### src/sv/ascf_pkg.sv
`timescale 1ns / 1ps

package ascf_pkg;

	localparam int MAX_PARAM_BYTES = 31;
	localparam int KEPT_W = $clog2(MAX_PARAM_BYTES + 1);
	localparam int FIELD_W = 7;
	localparam logic [FIELD_W-1:0] FIELD_MAX = 7'd127;

	localparam logic [7:0] CH_ESC = 8'h1B;
	localparam logic [7:0] CH_LBRACKET = 8'h5B;
	localparam logic [7:0] CH_M = 8'h6D;
	localparam logic [7:0] CH_SEMI = 8'h3B;
	localparam logic [7:0] CH_ZERO = 8'h30;
	localparam logic [7:0] CH_NINE = 8'h39;

	localparam logic [FIELD_W-1:0] SGR_RESET = 7'd0;
	localparam logic [FIELD_W-1:0] SGR_BOLD = 7'd1;
	localparam logic [FIELD_W-1:0] SGR_FG_LO = 7'd30;
	localparam logic [FIELD_W-1:0] SGR_FG_HI = 7'd37;
	localparam logic [FIELD_W-1:0] SGR_FG_DEF = 7'd39;
	localparam logic [FIELD_W-1:0] SGR_BR_LO = 7'd90;
	localparam logic [FIELD_W-1:0] SGR_BR_HI = 7'd97;

	localparam logic [3:0] COLOR_GREY = 4'd7;
	localparam logic [3:0] COLOR_DARK_GREY = 4'd8;

	localparam logic KIND_CHAR = 1'b0;
	localparam logic KIND_COLOR = 1'b1;

	typedef struct packed {
		logic bold;
		logic [3:0] color;
		logic color_set;
	} sgr_stage_t;

	typedef struct packed {
		logic valid;
		logic kind;
		logic [7:0] char_out;
		logic [3:0] color;
	} ascf_res_t;

	// ansi color order to vga color order
	function automatic logic [2:0] base_color(input logic [2:0] idx);
		logic [2:0] c;
		case (idx)
			3'd0: c = 3'd0;
			3'd1: c = 3'd4;
			3'd2: c = 3'd2;
			3'd3: c = 3'd6;
			3'd4: c = 3'd1;
			3'd5: c = 3'd5;
			3'd6: c = 3'd3;
			3'd7: c = 3'd7;
			default: c = 3'd0;
		endcase
		return c;
	endfunction

	function automatic sgr_stage_t apply_code(input logic [FIELD_W-1:0] code,
			input sgr_stage_t st);
		sgr_stage_t r;
		logic [FIELD_W-1:0] off;
		r = st;
		off = '0;
		if (code == SGR_RESET) begin
			r.bold = 1'b0;
			r.color = COLOR_GREY;
			r.color_set = 1'b1;
		end else if (code == SGR_BOLD) begin
			r.bold = 1'b1;
		end else if (code >= SGR_FG_LO && code <= SGR_FG_HI) begin
			off = code - SGR_FG_LO;
			r.color = {st.bold, base_color(off[2:0])};
			r.color_set = 1'b1;
		end else if (code == SGR_FG_DEF) begin
			r.color = st.bold ? COLOR_DARK_GREY : COLOR_GREY;
			r.color_set = 1'b1;
		end else if (code >= SGR_BR_LO && code <= SGR_BR_HI) begin
			off = code - SGR_BR_LO;
			r.color = {1'b1, base_color(off[2:0])};
			r.color_set = 1'b1;
		end
		return r;
	endfunction

endpackage

### src/sv/ansi_sgr_color_filter_unit.sv
`timescale 1ns / 1ps
// result path: an input byte passes the input register, then the result register, before its result shows on m_tvalid
// throughput: one byte per cycle, sustained while the output side keeps up
// bytes that cause no result (escape and parameter bytes) still pass the input stage and wait for a free output slot
// reset: arst_n low clears both pipeline stages, parser goes to normal mode,
// bold off, current color light grey (7)

module ansi_sgr_color_filter_unit (
	input  logic clk,
	input  logic arst_n,
	input  logic s_tvalid,
	output logic s_tready,
	input  logic [7:0] s_tdata,   // [7:0] byte_in
	output logic m_tvalid,
	input  logic m_tready,
	output logic [15:0] m_tdata,  // [7:0] char_out, [11:8] color, [15:12] zero
	output logic [0:0] m_tuser    // [0] kind
);

	logic valid_s1;
	logic [7:0] byte_s1;
	logic out_free;
	logic advance;
	ascf_pkg::ascf_res_t res;

	assign advance = valid_s1 && out_free;
	assign s_tready = !valid_s1 || advance;

	always_ff @(posedge clk or negedge arst_n) begin
		if (!arst_n) begin
			valid_s1 <= 1'b0;
		end else if (s_tready) begin
			valid_s1 <= s_tvalid;
		end
	end

	always_ff @(posedge clk) begin
		if (s_tready && s_tvalid) begin
			byte_s1 <= s_tdata;
		end
	end

	ascf_parser u_parser (
		.clk(clk),
		.arst_n(arst_n),
		.en(advance),
		.byte_in(byte_s1),
		.res(res)
	);

	ascf_out_reg u_out (
		.clk(clk),
		.arst_n(arst_n),
		.load(advance),
		.res(res),
		.free(out_free),
		.m_tvalid(m_tvalid),
		.m_tready(m_tready),
		.m_tdata(m_tdata),
		.m_tuser(m_tuser)
	);

	// a color update never carries a character
	a_color_no_char: assert property (@(posedge clk) disable iff (!arst_n)
		m_tvalid && (m_tuser[0] == ascf_pkg::KIND_COLOR) |-> m_tdata[7:0] == 8'h00)
		else $error("color result with nonzero char_out");

	// input stalls only when the input stage is full and the output is blocked
	a_stall_cause: assert property (@(posedge clk) disable iff (!arst_n)
		!s_tready |-> valid_s1 && m_tvalid && !m_tready)
		else $error("input stalled without a blocked output");

	// a byte held in the input stage while the output is empty and no new byte arrives moves on next cycle
	a_s1_moves: assert property (@(posedge clk) disable iff (!arst_n)
		valid_s1 && !m_tvalid && !s_tvalid |=> !valid_s1)
		else $error("input stage did not advance into an empty output");

endmodule

### src/sv/ascf_parser.sv
`timescale 1ns / 1ps

module ascf_parser (
	input  logic clk,
	input  logic arst_n,
	input  logic en,
	input  logic [7:0] byte_in,
	output ascf_pkg::ascf_res_t res
);

	typedef enum logic [1:0] {
		MODE_NORMAL = 2'd0,
		MODE_ESC    = 2'd1,
		MODE_CSI    = 2'd2
	} mode_t;

	mode_t mode_q, mode_d;
	logic [ascf_pkg::FIELD_W-1:0] field_q, field_d;
	logic has_digit_q, has_digit_d;
	logic [ascf_pkg::KEPT_W-1:0] kept_q, kept_d;
	ascf_pkg::sgr_stage_t staged_q, staged_d;
	logic cbold_q, cbold_d;
	logic [3:0] ccolor_q, ccolor_d;

	logic is_digit;
	logic [3:0] digit_val;
	logic [10:0] acc;
	ascf_pkg::sgr_stage_t semi_stage;
	ascf_pkg::sgr_stage_t final_stage;
	logic [ascf_pkg::FIELD_W-1:0] final_code;
	logic final_apply;

	assign is_digit = (byte_in >= ascf_pkg::CH_ZERO) && (byte_in <= ascf_pkg::CH_NINE);
	assign digit_val = 4'(byte_in - ascf_pkg::CH_ZERO);
	assign acc = 11'(field_q) * 11'd10 + 11'(digit_val);
	assign semi_stage = ascf_pkg::apply_code(field_q, staged_q);

	// empty list acts as code 0, empty trailing field is ignored
	assign final_apply = (kept_q == '0) || has_digit_q;
	assign final_code = (kept_q == '0) ? ascf_pkg::SGR_RESET : field_q;
	assign final_stage = final_apply ? ascf_pkg::apply_code(final_code, staged_q) : staged_q;

	always_comb begin
		mode_d = mode_q;
		field_d = field_q;
		has_digit_d = has_digit_q;
		kept_d = kept_q;
		staged_d = staged_q;
		cbold_d = cbold_q;
		ccolor_d = ccolor_q;
		res.valid = 1'b0;
		res.kind = ascf_pkg::KIND_CHAR;
		res.char_out = byte_in;
		res.color = ccolor_q;
		case (mode_q)
			MODE_ESC: begin
				if (byte_in == ascf_pkg::CH_LBRACKET) begin
					mode_d = MODE_CSI;
					field_d = '0;
					has_digit_d = 1'b0;
					kept_d = '0;
					staged_d.bold = cbold_q;
					staged_d.color = ccolor_q;
					staged_d.color_set = 1'b0;
				end else begin
					mode_d = MODE_NORMAL;
				end
			end
			MODE_CSI: begin
				if (is_digit || byte_in == ascf_pkg::CH_SEMI) begin
					if (kept_q < ascf_pkg::KEPT_W'(ascf_pkg::MAX_PARAM_BYTES)) begin
						kept_d = kept_q + 1'b1;
						if (is_digit) begin
							field_d = (acc > 11'(ascf_pkg::FIELD_MAX)) ?
								ascf_pkg::FIELD_MAX : acc[ascf_pkg::FIELD_W-1:0];
							has_digit_d = 1'b1;
						end else begin
							staged_d = semi_stage;
							field_d = '0;
							has_digit_d = 1'b0;
						end
					end
				end else begin
					mode_d = MODE_NORMAL;
					if (byte_in == ascf_pkg::CH_M) begin
						staged_d = final_stage;
						cbold_d = final_stage.bold;
						if (final_stage.color_set) begin
							ccolor_d = final_stage.color;
						end
						res.valid = 1'b1;
						res.kind = ascf_pkg::KIND_COLOR;
						res.char_out = '0;
						res.color = final_stage.color_set ? final_stage.color : ccolor_q;
					end
				end
			end
			default: begin
				mode_d = MODE_NORMAL;
				if (byte_in == ascf_pkg::CH_ESC) begin
					mode_d = MODE_ESC;
				end else begin
					res.valid = 1'b1;
				end
			end
		endcase
	end

	always_ff @(posedge clk or negedge arst_n) begin
		if (!arst_n) begin
			mode_q <= MODE_NORMAL;
			field_q <= '0;
			has_digit_q <= 1'b0;
			kept_q <= '0;
			staged_q.bold <= 1'b0;
			staged_q.color <= ascf_pkg::COLOR_GREY;
			staged_q.color_set <= 1'b0;
			cbold_q <= 1'b0;
			ccolor_q <= ascf_pkg::COLOR_GREY;
		end else if (en) begin
			mode_q <= mode_d;
			field_q <= field_d;
			has_digit_q <= has_digit_d;
			kept_q <= kept_d;
			staged_q <= staged_d;
			cbold_q <= cbold_d;
			ccolor_q <= ccolor_d;
		end
	end

endmodule

### src/sv/ascf_out_reg.sv
`timescale 1ns / 1ps

module ascf_out_reg (
	input  logic clk,
	input  logic arst_n,
	input  logic load,
	input  ascf_pkg::ascf_res_t res,
	output logic free,
	output logic m_tvalid,
	input  logic m_tready,
	output logic [15:0] m_tdata,
	output logic [0:0] m_tuser
);

	logic valid_q;
	logic kind_q;
	logic [7:0] char_q;
	logic [3:0] color_q;

	// slot can take a new result when empty or being drained this cycle
	assign free = !valid_q || m_tready;

	always_ff @(posedge clk or negedge arst_n) begin
		if (!arst_n) begin
			valid_q <= 1'b0;
		end else if (load) begin
			valid_q <= res.valid;
		end else if (m_tready) begin
			valid_q <= 1'b0;
		end
	end

	always_ff @(posedge clk) begin
		if (load && res.valid) begin
			kind_q <= res.kind;
			char_q <= res.char_out;
			color_q <= res.color;
		end
	end

	assign m_tvalid = valid_q;
	assign m_tdata = {4'b0000, color_q, char_q};
	assign m_tuser = kind_q;

endmodule
### config.mk
export PLATFORM = sky130hd
export DESIGN_NAME = ansi_sgr_color_filter_unit
export DESIGN_NICKNAME = d
export VERILOG_FILES = /design/src/sv/ascf_pkg.sv /design/src/sv/ansi_sgr_color_filter_unit.sv /design/src/sv/ascf_parser.sv /design/src/sv/ascf_out_reg.sv
export SDC_FILE = /design/constraint.sdc
export NUM_CORES = 1
export LEC_CHECK = 0
export BUFFER_PORTS_ARGS = -buffer_cell sky130_fd_sc_hd__buf_4
export CAP_MARGIN = 20
export CORE_MARGIN = 8
export CORE_UTILIZATION = 32
export CTS_CLUSTER_SIZE = 30
export DETAILED_ROUTE_END_ITERATION = 10
export GPL_TIMING_DRIVEN = 0
export SETUP_SLACK_MARGIN = 0.3
export SYNTH_ARGS = -nofsm -noshare
export SYNTH_HDL_FRONTEND = slang
export SYNTH_HIERARCHICAL = 1
export SYNTH_SLANG_ARGS = --single-unit
### constraint.sdc
create_clock -name clk -period 6.4 [get_ports clk]
set_clock_uncertainty 0.05 [all_clocks]
set_input_delay 0 -clock clk [delete_from_list [all_inputs] [get_ports clk]]
set_output_delay 0 -clock clk [all_outputs]
set_load 0.02 [all_outputs]
# After elaboration in Yosys (flattened, before gate mapping)
# Memory sizes are Yosys's and may differ from the RTL's.
# Cells that the tools add are included.
# W data, S select, Z words.
# totals
ff_bits	49
romBits	96
in_bits	12
out_inout_bits	19
wordCells	134
n_memories	4
# memory_table
name	words	width	read_ports	rd_ports_with_merged_regs	wr	line	source
(no name shown)	8	3	1	0	0	ascf_pkg.sv:47	case (idx)
(no name shown)	8	3	1	0	0	ascf_pkg.sv:47	
(no name shown)	8	3	1	0	0	ascf_pkg.sv:47	
(no name shown)	8	3	1	0	0	ascf_pkg.sv:47	
# classes
n_addsub	7
n_mul	1
n_lt_le_gt_ge	12
n_eq_ne	20
mux	48
n_bitwise	2
n_reduce_logical	25
# ops
op	count
$mux W5	11
$mux W6	8
$mux W7	6
$mux W14	2
$eq A8 B7 Y1 const B	2
$eq A7 B1 Y1 const B	2
$eq A7 B6 Y1 const B	2
$ge A7 B5 Y1 const B	2
$ge A7 B7 Y1 const B	2
$le A7 B6 Y1 const B	2
$le A7 B7 Y1 const B	2
$logic_not A7 Y1	2
$pmux W7 S2	1
$mux W12	1
$pmux W6 S2	1
$add A11 B4 Y11	1
$gt A11 B7 Y1 const B	1
$mul A7 B3 Y10 const B	1
$mux W1	10
$pmux W5 S2	1
$eq A8 B5 Y1 const B	1
$eq A8 B6 Y1 const B	1
$ge A8 B6 Y1 const B	1
$le A8 B6 Y1 const B	1
30 further kinds	51

# Depth between registers and ports, before layout
# logic_depth
depth_word	15
ltp_mapped	14

# Cells and area by module
# Netlist, hierarchy kept.
# by_module_without_submodules
mod	instances	cells_per_inst	area_each_um2	seq_area_each_um2
ascf_parser	1	318	2670.1	658.1
ascf_out_reg	1	22	479.2	415.4
ansi_sgr_color_filter_unit	1	13	300.3	265.3

# Worst setup path before layout
# Ideal clock, no wire load.
# synth_timing
path_type	register to register
startpoint	reg u_parser/kept_q[0] (netlist bit)
endpoint	reg u_out.color_q[0], data pin
setup_time_ns	0.260
arrival_ns	2.798
setup_slack_ns	3.293
stages_incl_launch_ff	14
path_buffers	1
synth_period_minus_slack_ns	3.107
path_cell_list	dfrtp_1 > inv_1 > ha_1 > or4b_1 > buf_2 > nand2_1 > inv_1 > ha_1 > o21ai_0 > nand3_1 > o31ai_4 > nand2_2 > nand2_2 > mux2_2
# synth_rtl
item	line	source
start, declared	ascf_parser.sv:20	logic [ascf_pkg::KEPT_W-1:0] kept_q, kept_d;
start signal, assigned	ascf_parser.sv:124	kept_q <= kept_d;
end signal, assigned	ascf_out_reg.sv:37	color_q <= res.color;
end, declared	ascf_out_reg.sv:18	logic [3:0] color_q;

==> impl_metrics.env <==
export IMPL_end_kind="flop"
export IMPL_fp_dieW_um=119.8
export IMPL_first_global_vias=2816
export IMPL_clk_path_buf_depth=2
export IMPL_grt_pass1_wl_mm=13.61
export IMPL_worstPathRequired_ns=6.42
export IMPL_dp_cells=522
export IMPL_hpwl_mm=5.980
export IMPL_clk_pin_slew_ns=0.11
export IMPL_antenna_cells=0
export IMPL_clock_sink_count=49
export IMPL_maxSlewViolCount=0
export IMPL_tightest_slew_ns=1.169
export IMPL_synthesis_area_um2=3450
export IMPL_max_slew_margin_rel_pct=20.94
export IMPL_worst_setup_path_type="flop to flop"
export IMPL_yosysWarningCount=6
export IMPL_globalRouteTotalUtil_pct=11.33
export IMPL_post_drt_wl_per_cell_um=14.80
export IMPL_ys_async_sr_fraction_pct=57.14
export IMPL_status="finished, final reports clean"
export IMPL_rsz0062_at_grt="no"
export IMPL_n_fill_cell=1076
export IMPL_wl_mm=8.009
export IMPL_port_buffers=26
export IMPL_drtIter0Drc=100
export IMPL_cts_tree="built"
export IMPL_syn_inst=353
export IMPL_finalSetupViolations=0
export IMPL_leakage_nw=1.759
export IMPL_r2r_start="u_parser/kept_q[0]$_DFFE_PN0P_"
export IMPL_io_pins=31
export IMPL_instances_no_fill=541
export IMPL_postRouteAntennaNets=0
export IMPL_path_max_fanout=8
export IMPL_clock_latency_ns=0.31
export IMPL_antenna_found_initial=0
export IMPL_irDropWorstVdd_mv=0.1008
export IMPL_vias=2744
export IMPL_grt_overflow=0
export IMPL_die_h_um=119.8
export IMPL_synth_distinct_cells=73
export IMPL_hold_viol=0
export IMPL_hp_class="input port to asynchronous set/reset pin"
export IMPL_dp_slack_ns=2.893
export IMPL_grt_max_degree=29
export IMPL_synth_seq_area_share_pct=38.81
export IMPL_rows=38
export IMPL_area_growth_pct=17.08
export IMPL_rrSetupSlack_ns=2.85
export IMPL_htreeDepth=2
export IMPL_via_per_inst=5.072
export IMPL_fmax_mhz=281.6
export IMPL_start_kind="flop"
export IMPL_fin_tns_setup_ns=0
export IMPL_r2r_end="u_out/color_q[2]$_DFFE_PP_"
export IMPL_avgSynthCellArea_um2=9.772
export IMPL_synth_seq_cells=49
export IMPL_num_nets_final=441
export IMPL_die_area_um2=14360
export IMPL_first_pass_iters=4
export IMPL_rr_worst_depth=13
export IMPL_synth_edf_count=21
export IMPL_post_route_worst_setup_slack_ns=2.849
export IMPL_critPathArrivalTime_ns=3.57
export IMPL_initial_utilization_pct=32.25
export IMPL_root_buffer="clkbuf_8"
export IMPL_place_gp_congestion=0.8718
export IMPL_drc=0
export IMPL_fin_crit_ns=3.551
export IMPL_ys_flop_type="dfrtp_1"
export IMPL_p_per_area_nw_per_um2=156.1
export IMPL_core_um2=10700
export IMPL_cts_buffers=5
export IMPL_fin_crit_sh_pct=55.49
export IMPL_drive_gt1_share_pct=19.45
export IMPL_maxCapViolCount=0
-- synthesized netlist by cell type, drive strengths merged, types with 6 or more instances --
library cell	instances	area share [%]
edfxtp	21	18
nand3	8	1.3
nor2b	12	2.2
dfrtp	22	16
dfstp	6	4.6
o21ai	28	4.2
nand2b	9	2.3
and2	7	1.5
ha	27	9.8
buf	7	1.5
nand2	39	4.4
clkbuf	11	1.5
mux2	9	2.9
nor3	10	1.6
inv	13	1.4
a21oi	18	2.6
nor2	23	2.5
-- layer usage --
layer | vias up | global-route usage (%) | part of all wire, %
li1 | 1361 | - | -
met1 | 1311 | 14.31 | 47
met2 | 66 | 19.32 | 48
met3 | 6 | 2.583 | 4.7
met4 | 0 | 2.342 | 0.50
met5 | - | 0 | 0
-- kinds of logic after synthesis --
family | share of synthesized area, %
and+or+nand+nor | 23.43
AOI/OAI and AO/OA | 16.14
DFF | 38.81
buffers and inverters | 4.389
adders and majority gates | 10.95
muxes | 4.389
xor gates and xnor gates | 1.777
other | 0.1087
-- cell type report --
cell class / instances / area, um^2 / area share, %
Buffer: 18 / 102.6 / 2.540
Clock buffer: 5 / 68.82 / 1.704
Clock inverter: 3 / 28.78 / 0.7125
Inverter: 13 / 48.80 / 1.208
Multi-Input combinational cell: 276 / 1971 / 48.79
Sequential cell: 49 / 1339 / 33.15
Tap cell: 140 / 175.2 / 4.337
Timing Repair Buffer: 37 / 305.3 / 7.559
-- registers in the layout, indices dropped and copies added (netlist names), 2 cells and up --
name               count
u_parser/ccolor_q      4
byte_s1                8
u_out/color_q          4
u_parser/field_q       7
u_parser/mode_q        2
u_out/char_q           8
u_parser/staged_q      6
u_parser/kept_q        5
-- stage by stage --
stage	instance area (um^2)	hold WS, ns	utilization [%]	power, mW
2_1_floorplan	3461	-0.3456	-	0.4011
3_3_place_gp	3831	-0.09872	35.81	0.4315
3_5_place_dp	3831	-0.1002	35.81	0.4324
4_1_cts	4039	0.1240	37.75	0.6397
5_1_grt	4039	0.1375	37.75	0.6575
6_report	4039	0.09942	37.75	0.6304
-- critical path, stage by stage, from the launching register on --
cell and delay, ns:
dfrtp_1 0.45, inv_1 0.08, ha_1 0.16, or4b_1 0.44, buf_2 0.19, nand2_1 0.18
inv_1 0.09, ha_1 0.24, o21ai_0 0.33, nand3_1 0.21, o31ai_4 0.29, nand2_2 0.11
nand2_2 0.14, mux2_2 0.35
-- cell usage in the layout (no fill, tap or decap), types with 5 or more instances in the layout --
cell / netlist / final
a21oi_1: 18 / 18
buf_4: 4 / 30
clkbuf_1: 10 / 10
clkbuf_8: 1 / 6
dfrtp_1: 22 / 22
dfstp_2: 6 / 6
dlygate4sd3_1: 0 / 11
edfxtp_1: 21 / 21
ha_1: 27 / 27
inv_1: 13 / 13
mux2_2: 9 / 9
mux2i_1: 5 / 5
nand2_1: 37 / 37
nand2b_1: 6 / 6
nand3_1: 7 / 7
nor2_1: 23 / 23
nor2b_1: 12 / 12
nor3_1: 9 / 9
o2111ai_1: 5 / 5
o21ai_0: 22 / 22
o21ai_1: 5 / 5
xnor2_1: 5 / 5
-- timing repair --
item | CTS | global route
endpoints found under the hold margin | 38 | 0
hold buffers | 11 | 0
gates resized for setup | 0 | 0
buffers inserted | 0 | 0
-- power by group --
part / internal (mW) / switching, mW / total (mW)
Combinational: 0.0325 / 0.0395 / 0.0719
Sequential: 0.348 / 0.0114 / 0.359
Clock: 0.0820 / 0.117 / 0.199
Total: 0.462 / 0.168 / 0.630
-- how the worst max path moves through the flow --
| stage | cells past startpoint | slack (ns) | startpoint | to |
|---|---|---|---|---|
| after floorplan | 13 | 3.29 | u_parser/kept_q[0]$_DFFE_PN0P_ | u_out/color_q[0]$_DFFE_PP_ |
| after global placement | 13 | 2.96 | u_parser/kept_q[0]$_DFFE_PN0P_ | u_out/color_q[0]$_DFFE_PP_ |
| after detailed placement | 13 | 2.89 | u_parser/kept_q[0]$_DFFE_PN0P_ | u_out/color_q[2]$_DFFE_PP_ |
| after CTS | 13 | 2.85 | u_parser/kept_q[0]$_DFFE_PN0P_ | u_out/color_q[2]$_DFFE_PP_ |
| after global routing | 13 | 2.59 | u_parser/kept_q[0]$_DFFE_PN0P_ | u_out/color_q[2]$_DFFE_PP_ |
| final | 13 | 2.85 | u_parser/kept_q[0]$_DFFE_PN0P_ | u_out/color_q[2]$_DFFE_PP_ |
Power figures use the tool's default switching activity.
